### config.mk
export PLATFORM = sky130hd
export DESIGN_NAME = wear_leveled_value_store
export DESIGN_NICKNAME = d
export VERILOG_FILES = /design/src/sv/wlvs_pkg.sv /design/src/sv/wear_leveled_value_store.sv /design/src/sv/wlvs_ram.sv
export SDC_FILE = /design/constraint.sdc
export NUM_CORES = 2
export LEC_CHECK = 0
export BUFFER_PORTS_ARGS = -buffer_cell sky130_fd_sc_hd__buf_2
export CELL_PAD_IN_SITES_DETAIL_PLACEMENT = 0
export CELL_PAD_IN_SITES_GLOBAL_PLACEMENT = 2
export CORE_MARGIN = 2
export CORE_UTILIZATION = 50
export DETAILED_ROUTE_END_ITERATION = 8
export GPL_ROUTABILITY_DRIVEN = 1
export MAX_ROUTING_LAYER = met4
export PLACE_DENSITY = 0.95
export REMOVE_ABC_BUFFERS = 1
export SLEW_MARGIN = 25
export SYNTH_ARGS = -nofsm -noshare
export SYNTH_HDL_FRONTEND = slang
export SYNTH_SLANG_ARGS = --single-unit
### constraint.sdc
create_clock -name aclk -period 13.1 [get_ports aclk]
set_clock_uncertainty 0.2 [all_clocks]
set_input_delay 1.31 -clock aclk [delete_from_list [all_inputs] [get_ports aclk]]
set_output_delay 1.31 -clock aclk [all_outputs]
set_load 0.01 [all_outputs]
### src/sv/wlvs_pkg.sv
package wlvs_pkg;

    localparam int SLOT_COUNT = 128;
    localparam int VALUE_BITS = 12;
    localparam int SEQ_BITS   = 8;
    localparam int SLOT_W     = $clog2(SLOT_COUNT);
    localparam int CNT_W      = $clog2(SLOT_COUNT + 1);

    localparam logic MODE_RECOVER = 1'b0;
    localparam logic MODE_WRITE   = 1'b1;

    typedef struct packed {
        logic        mode;
        logic [11:0] data_word;
    } in_t;

    typedef struct packed {
        logic [11:0] stored_value;
        logic [6:0]  slot_index;
        logic        did_write;
    } out_t;

    typedef enum logic [2:0] {
        ST_IDLE,
        ST_SCAN,
        ST_VRD,
        ST_WCHK,
        ST_RESP
    } state_t;

endpackage

### src/sv/wear_leveled_value_store.sv
// Wear-levelled store for one small value kept in a ring of slots.
// Input channel s_*: one request per item, mode selects recover (scan the
// ring for the newest slot) or write (save a value into the next slot).
// Result channel m_*: exactly one result per request: value at the current
// slot, the slot index and whether a new slot was written.
// A recover request steps the sequence memory read port through the ring one
// slot per cycle and compares each byte with the previous one, stopping at the
// first break in the sequence or after a full pass.
// A write request reads both memories at the current slot, then compares and,
// only if the value differs, writes into the next slot.
// One request is worked on at a time; s_ready is high only while idle, so a
// new request is taken only after the last result enters the output register.
// A finished result sits in the output register until taken; a new request
// may be accepted meanwhile, and its result waits until m_ready frees the
// register.
// Reset clears a per-slot valid vector at once, so every slot reads as
// erased (all ones) straight after reset; no clearing pass is needed.
module wear_leveled_value_store (
    input  logic             aclk,
    input  logic             aresetn,
    input  logic             s_valid,
    output logic             s_ready,
    input  wlvs_pkg::in_t    s_data,
    output logic             m_valid,
    input  logic             m_ready,
    output wlvs_pkg::out_t   m_data
);

    wlvs_pkg::state_t state_reg, state_next;

    logic [wlvs_pkg::SLOT_W-1:0]     cur_reg, cur_next;
    logic [wlvs_pkg::CNT_W-1:0]      cnt_reg, cnt_next;
    logic [wlvs_pkg::SEQ_BITS-1:0]   prev_reg, prev_next;
    logic [wlvs_pkg::VALUE_BITS-1:0] data_reg;
    logic [wlvs_pkg::SLOT_COUNT-1:0] valid_reg;
    wlvs_pkg::out_t                  res_reg, res_next;
    wlvs_pkg::out_t                  m_data_reg;
    logic                            m_valid_reg;

    logic                            seq_re, val_re, mem_we;
    logic [wlvs_pkg::SLOT_W-1:0]     seq_raddr, val_raddr, waddr;
    logic [wlvs_pkg::SEQ_BITS-1:0]   seq_rdata, seq_eff, seq_wdata;
    logic [wlvs_pkg::VALUE_BITS-1:0] val_rdata, val_eff;
    logic                            seq_vld_reg, val_vld_reg;
    logic [wlvs_pkg::SLOT_W-1:0]     slot_succ;
    logic [wlvs_pkg::CNT_W-1:0]      cnt_inc;
    logic                            s_fire, load_out;

    wlvs_ram #(.WIDTH(wlvs_pkg::SEQ_BITS), .DEPTH(wlvs_pkg::SLOT_COUNT)) u_seq_ram (
        .aclk  (aclk),
        .we    (mem_we),
        .waddr (waddr),
        .wdata (seq_wdata),
        .re    (seq_re),
        .raddr (seq_raddr),
        .rdata (seq_rdata)
    );

    wlvs_ram #(.WIDTH(wlvs_pkg::VALUE_BITS), .DEPTH(wlvs_pkg::SLOT_COUNT)) u_val_ram (
        .aclk  (aclk),
        .we    (mem_we),
        .waddr (waddr),
        .wdata (data_reg),
        .re    (val_re),
        .raddr (val_raddr),
        .rdata (val_rdata)
    );

    // unwritten slots read as erased
    assign seq_eff = seq_vld_reg ? seq_rdata : '1;
    assign val_eff = val_vld_reg ? val_rdata : '1;

    assign slot_succ = (cur_reg == wlvs_pkg::SLOT_W'(wlvs_pkg::SLOT_COUNT - 1)) ?
                       '0 : cur_reg + 1'b1;
    assign cnt_inc   = cnt_reg + 1'b1;

    assign s_ready = (state_reg == wlvs_pkg::ST_IDLE);
    assign s_fire  = s_valid && s_ready;

    always_comb begin
        state_next = state_reg;
        cur_next   = cur_reg;
        cnt_next   = cnt_reg;
        prev_next  = prev_reg;
        res_next   = res_reg;
        seq_re     = 1'b0;
        val_re     = 1'b0;
        seq_raddr  = cur_reg;
        val_raddr  = cur_reg;
        mem_we     = 1'b0;
        waddr      = slot_succ;
        seq_wdata  = seq_eff + 1'b1;
        load_out   = 1'b0;
        case (state_reg)
            wlvs_pkg::ST_IDLE: begin
                if (s_fire) begin
                    cnt_next = '0;
                    if (s_data.mode == wlvs_pkg::MODE_RECOVER) begin
                        seq_re     = 1'b1;
                        seq_raddr  = '0;
                        state_next = wlvs_pkg::ST_SCAN;
                    end else begin
                        seq_re     = 1'b1;
                        val_re     = 1'b1;
                        state_next = wlvs_pkg::ST_WCHK;
                    end
                end
            end
            wlvs_pkg::ST_SCAN: begin
                // byte of slot cnt_reg (wrapped) is on the read port
                seq_re    = 1'b1;
                seq_raddr = (cnt_inc == wlvs_pkg::CNT_W'(wlvs_pkg::SLOT_COUNT)) ?
                            '0 : wlvs_pkg::SLOT_W'(cnt_inc);
                cnt_next  = cnt_inc;
                prev_next = seq_eff;
                if (cnt_reg != '0) begin
                    if (seq_eff != prev_reg + 1'b1) begin
                        cur_next   = wlvs_pkg::SLOT_W'(cnt_reg - 1'b1);
                        val_re     = 1'b1;
                        val_raddr  = wlvs_pkg::SLOT_W'(cnt_reg - 1'b1);
                        state_next = wlvs_pkg::ST_VRD;
                    end else if (cnt_reg == wlvs_pkg::CNT_W'(wlvs_pkg::SLOT_COUNT)) begin
                        cur_next   = '0;
                        val_re     = 1'b1;
                        val_raddr  = '0;
                        state_next = wlvs_pkg::ST_VRD;
                    end
                end
            end
            wlvs_pkg::ST_VRD: begin
                res_next.stored_value = 12'(val_eff);
                res_next.slot_index   = 7'(cur_reg);
                res_next.did_write    = 1'b0;
                state_next            = wlvs_pkg::ST_RESP;
            end
            wlvs_pkg::ST_WCHK: begin
                if (val_vld_reg && (val_rdata == data_reg)) begin
                    res_next.stored_value = 12'(val_eff);
                    res_next.slot_index   = 7'(cur_reg);
                    res_next.did_write    = 1'b0;
                end else begin
                    mem_we                = 1'b1;
                    cur_next              = slot_succ;
                    res_next.stored_value = 12'(data_reg);
                    res_next.slot_index   = 7'(slot_succ);
                    res_next.did_write    = 1'b1;
                end
                state_next = wlvs_pkg::ST_RESP;
            end
            wlvs_pkg::ST_RESP: begin
                if (!m_valid_reg || m_ready) begin
                    load_out   = 1'b1;
                    state_next = wlvs_pkg::ST_IDLE;
                end
            end
            default: begin
                state_next = wlvs_pkg::ST_IDLE;
            end
        endcase
    end

    always_ff @(posedge aclk) begin
        if (!aresetn) begin
            state_reg   <= wlvs_pkg::ST_IDLE;
            cur_reg     <= '0;
            valid_reg   <= '0;
            m_valid_reg <= 1'b0;
        end else begin
            state_reg <= state_next;
            cur_reg   <= cur_next;
            if (mem_we) begin
                valid_reg[waddr] <= 1'b1;
            end
            if (load_out) begin
                m_valid_reg <= 1'b1;
            end else if (m_ready) begin
                m_valid_reg <= 1'b0;
            end
        end
    end

    always_ff @(posedge aclk) begin
        cnt_reg  <= cnt_next;
        prev_reg <= prev_next;
        res_reg  <= res_next;
        if (s_fire) begin
            data_reg <= wlvs_pkg::VALUE_BITS'(s_data.data_word);
        end
        if (seq_re) begin
            seq_vld_reg <= valid_reg[seq_raddr];
        end
        if (val_re) begin
            val_vld_reg <= valid_reg[val_raddr];
        end
        if (load_out) begin
            m_data_reg <= res_reg;
        end
    end

    assign m_valid = m_valid_reg;
    assign m_data  = m_data_reg;

endmodule

### src/sv/wlvs_ram.sv
module wlvs_ram #(
    parameter int WIDTH = 8,
    parameter int DEPTH = 128,
    parameter int AW    = $clog2(DEPTH)
) (
    input  logic             aclk,
    input  logic             we,
    input  logic [AW-1:0]    waddr,
    input  logic [WIDTH-1:0] wdata,
    input  logic             re,
    input  logic [AW-1:0]    raddr,
    output logic [WIDTH-1:0] rdata
);

    logic [WIDTH-1:0] mem [DEPTH];
    logic [WIDTH-1:0] rdata_reg;

    always_ff @(posedge aclk) begin
        if (we) begin
            mem[waddr] <= wdata;
        end
        if (re) begin
            rdata_reg <= mem[raddr];
        end
    end

    assign rdata = rdata_reg;

endmodule

==> impl_results.md <==
- Status: completed
- Drt total wl: 355000 um
- Die height: between 400 and 500 um
- Worst path max stage delay: 0.90 ns
- Final period util: between 60% and 70%
- Crit path capture type: flip-flop
- CTS max path bufs: 4
- CTS tree: done
- Post-DP Area: 0.117 mm^2
- PostCTS Resize Cnt: 0
- I/O pin cnt: 39
- Overall Power: roughly 22000 uW
- CTS sink cnt: 2789
- Drt drc: 0
- DRT antenna net count: 0
- Max FFs per register: 1536
- Worst setup SP type: flip-flop
- Cells after synthesis: 8183
- Vias in the first global route: 70200
- Final-report hold violation count: 0
- Static leakage: 0.0421 uW
- Syn_area_per_cell: 13.7 um^2
- Slew HR: 22.4%
- Total track usage: 31.4%
- Antenna violations before repair: 21
- CTS H-tree lvls: 5
- Setup repair bufs after CTS: 0
- Final net count: 8216
- Starting Density: 50.4%
- Sequential area share after synthesis: around three quarters
- Commonest non-fill, non-tap cell in the layout: edfxtp_1
- Reg clk slew, reported paths: 0.06 ns
- Core Region: 0.223 mm^2
- Area Growth Syn to Fin: 12.4%
- HPWL after DPL: 207000 um
- Cell Area, Synth: ~0.11 mm^2
- FILL cells: 17300
- Yosys reg bits: between 2000 and 3000
- CP top delay family: compound AO/OA/AOI/OAI gates
- Most numerous cell on the critical path: buf_4
- Cell variety after synth: 87
- Total grt overflow: 0
- Gp weighted congestion: 0.943
- WS Path Type: flip-flop to flip-flop
- Die span in x: 477 um
- PD cells: between 150 and 200 mW/mm^2
- Largest fanout on the critical path: about 120
- Detailed-route via count: 73800
- Skew-Pair Late Insertion Delay: 0.96 ns
- RSZ-0062 raised after global routing: false
- # setup viols final: 0
- Drt via density: 6.47
- Hold buffer count at CTS: 0
- Final Util: 56.6%
- Fmax: 119 MHz
- Critical Path RT: 13.61 ns
- Initial DRC count: 11400
- Critical-path top delay cell: edfxtp_1
- Final slew viol count: 0
- Root Buffer: clkbuf_16
- CTS buffer count: 302
- Number of iterations in the first detailed-routing pass: 8
- VDD IR max: ~0.00016 V
- Worst-margin pin slew: 1.16 ns
- Crit-path cells: nand2b_1 > inv_4 > a31oi_1 > a21oi_2 > a41oi_4 > buf_4 > nand2_8 > buf_12 > buf_4 > mux2i_1 > a32oi_1 > a2111oi_0 > a211o_1 > o221ai_1 > and4_1
- Wire length per cell: just over 30 um
- Ys async rst share: 0%
- Die area: 0.228 mm^2
- Port Buffers: 38
- Commonest non-fill, non-tap cells in the layout: edfxtp_1, nand2_1, nand3_1
- Final Non-Filler Cells: ~11000
- Pin count of the biggest net entering global routing: 165
- Final instance area: about 0.13 mm^2
- WP data arrival: 8.91 ns
- CP bufs+invs: 4
- Max Cap Violations: 0
- Warnings from Yosys: 0
- Placed Cells: about 11000
- Fraction of layout cells with a size suffix above 1: a little under an eighth
- Post-synth EDFFs: 2650
- Cell Rows: 173
- Top_reg_cell synth: edfxtp_1
- Hold Worst Slack: about 0.21 ns
- First-pass GRT wire length: 504000 um
- Post-layout min period: 8.39 ns
- Min-delay worst type: flip-flop to flip-flop
-- cell usage after synthesis, drive strengths merged, types with 21 or more instances --
| master | instances | area share (%) |
|---|---|---|
| o221a | 25 | 0.25 |
| nor3 | 29 | 0.13 |
| o21a | 131 | 0.88 |
| inv | 27 | 0.090 |
| nand4 | 114 | 0.64 |
| edfxtp | 2650 | 71 |
| mux2i | 298 | 2.7 |
| a22oi | 42 | 0.29 |
| a211oi | 162 | 1.1 |
| a211o | 25 | 0.20 |
| buf | 197 | 0.94 |
| a2111oi | 28 | 0.22 |
| a221o | 44 | 0.39 |
| o22ai | 48 | 0.27 |
| mux4 | 22 | 0.44 |
| nand2 | 1805 | 6.0 |
| xnor2 | 34 | 0.27 |
| clkbuf | 370 | 1.2 |
| o21bai | 23 | 0.15 |
| o211ai | 21 | 0.15 |
| dfxtp | 139 | 2.5 |
| and3 | 238 | 1.3 |
| a311oi | 23 | 0.18 |
| a31oi | 129 | 0.72 |
| a21oi | 231 | 1.0 |
| a31o | 57 | 0.45 |
| a32oi | 118 | 0.92 |
| nand3 | 591 | 2.6 |
| o21ai | 170 | 0.76 |
| nor2 | 191 | 0.66 |
-- stage by stage --
step | worst slack, ns | TNS (ns)
2_1_floorplan | -6.11 | -132.25
3_3_place_gp | 5.09 | 0
3_5_place_dp | 4.99 | 0
4_1_cts | 5.03 | 0
5_1_grt | 4.51 | 0
6_report | 4.71 | 0
-- area by class of cell --
| class | count | area [um^2] | area share (%) |
|---|---|---|---|
| Tap cell | 2975 | 3720 | 2.95 |
| Inverter | 27 | 104 | 0.0824 |
| Clock inverter | 127 | 991 | 0.786 |
| Clock buffer | 397 | 8090 | 6.42 |
| Sequential cell | 2789 | 82400 | 65.3 |
| Antenna cell | 25 | 62.6 | 0.0496 |
| Timing Repair Buffer | 273 | 2250 | 1.78 |
| Multi-Input combinational cell | 4800 | 28500 | 22.6 |
-- metal layers --
layer  GRT usage [%]  up-vias  wire length, um
li1                -    31100                -
met1            41.5    37000           132000
met2            45.4     4903           157000
met3            8.20      854            46100
met4            15.3        0            19900
met5               -        -                0
-- power breakdown --
part / leakage [uW] / switching (uW) / internal (uW)
registers: 0.0250 / 75.9 / 10300
logic: 0.0127 / 2590 / 779
clock network: 0.00446 / 3390 / 4610
-- cells by family after synthesis --
kind of cell / share of synthesized area (%)
buffers and inverters: 2.27
AOI/OAI and AO/OA: 8.63
muxes: 3.13
adders and majority gates: 0.0670
and+or+nand+nor: 12.0
xor gates and xnor gates: 0.390
DFF: 73.5
-- final timing paths --
kind	to	slack [ns]	cells after the start	startpoint
min reg2reg	m_data[5]	0.21	0	res_reg[5]
max	val_vld_reg	4.71	15	seq_vld_reg
max reg2reg	val_vld_reg	4.71	15	seq_vld_reg
min	m_data[5]	0.21	0	res_reg[5]
(Power assumes the default switching activity.)
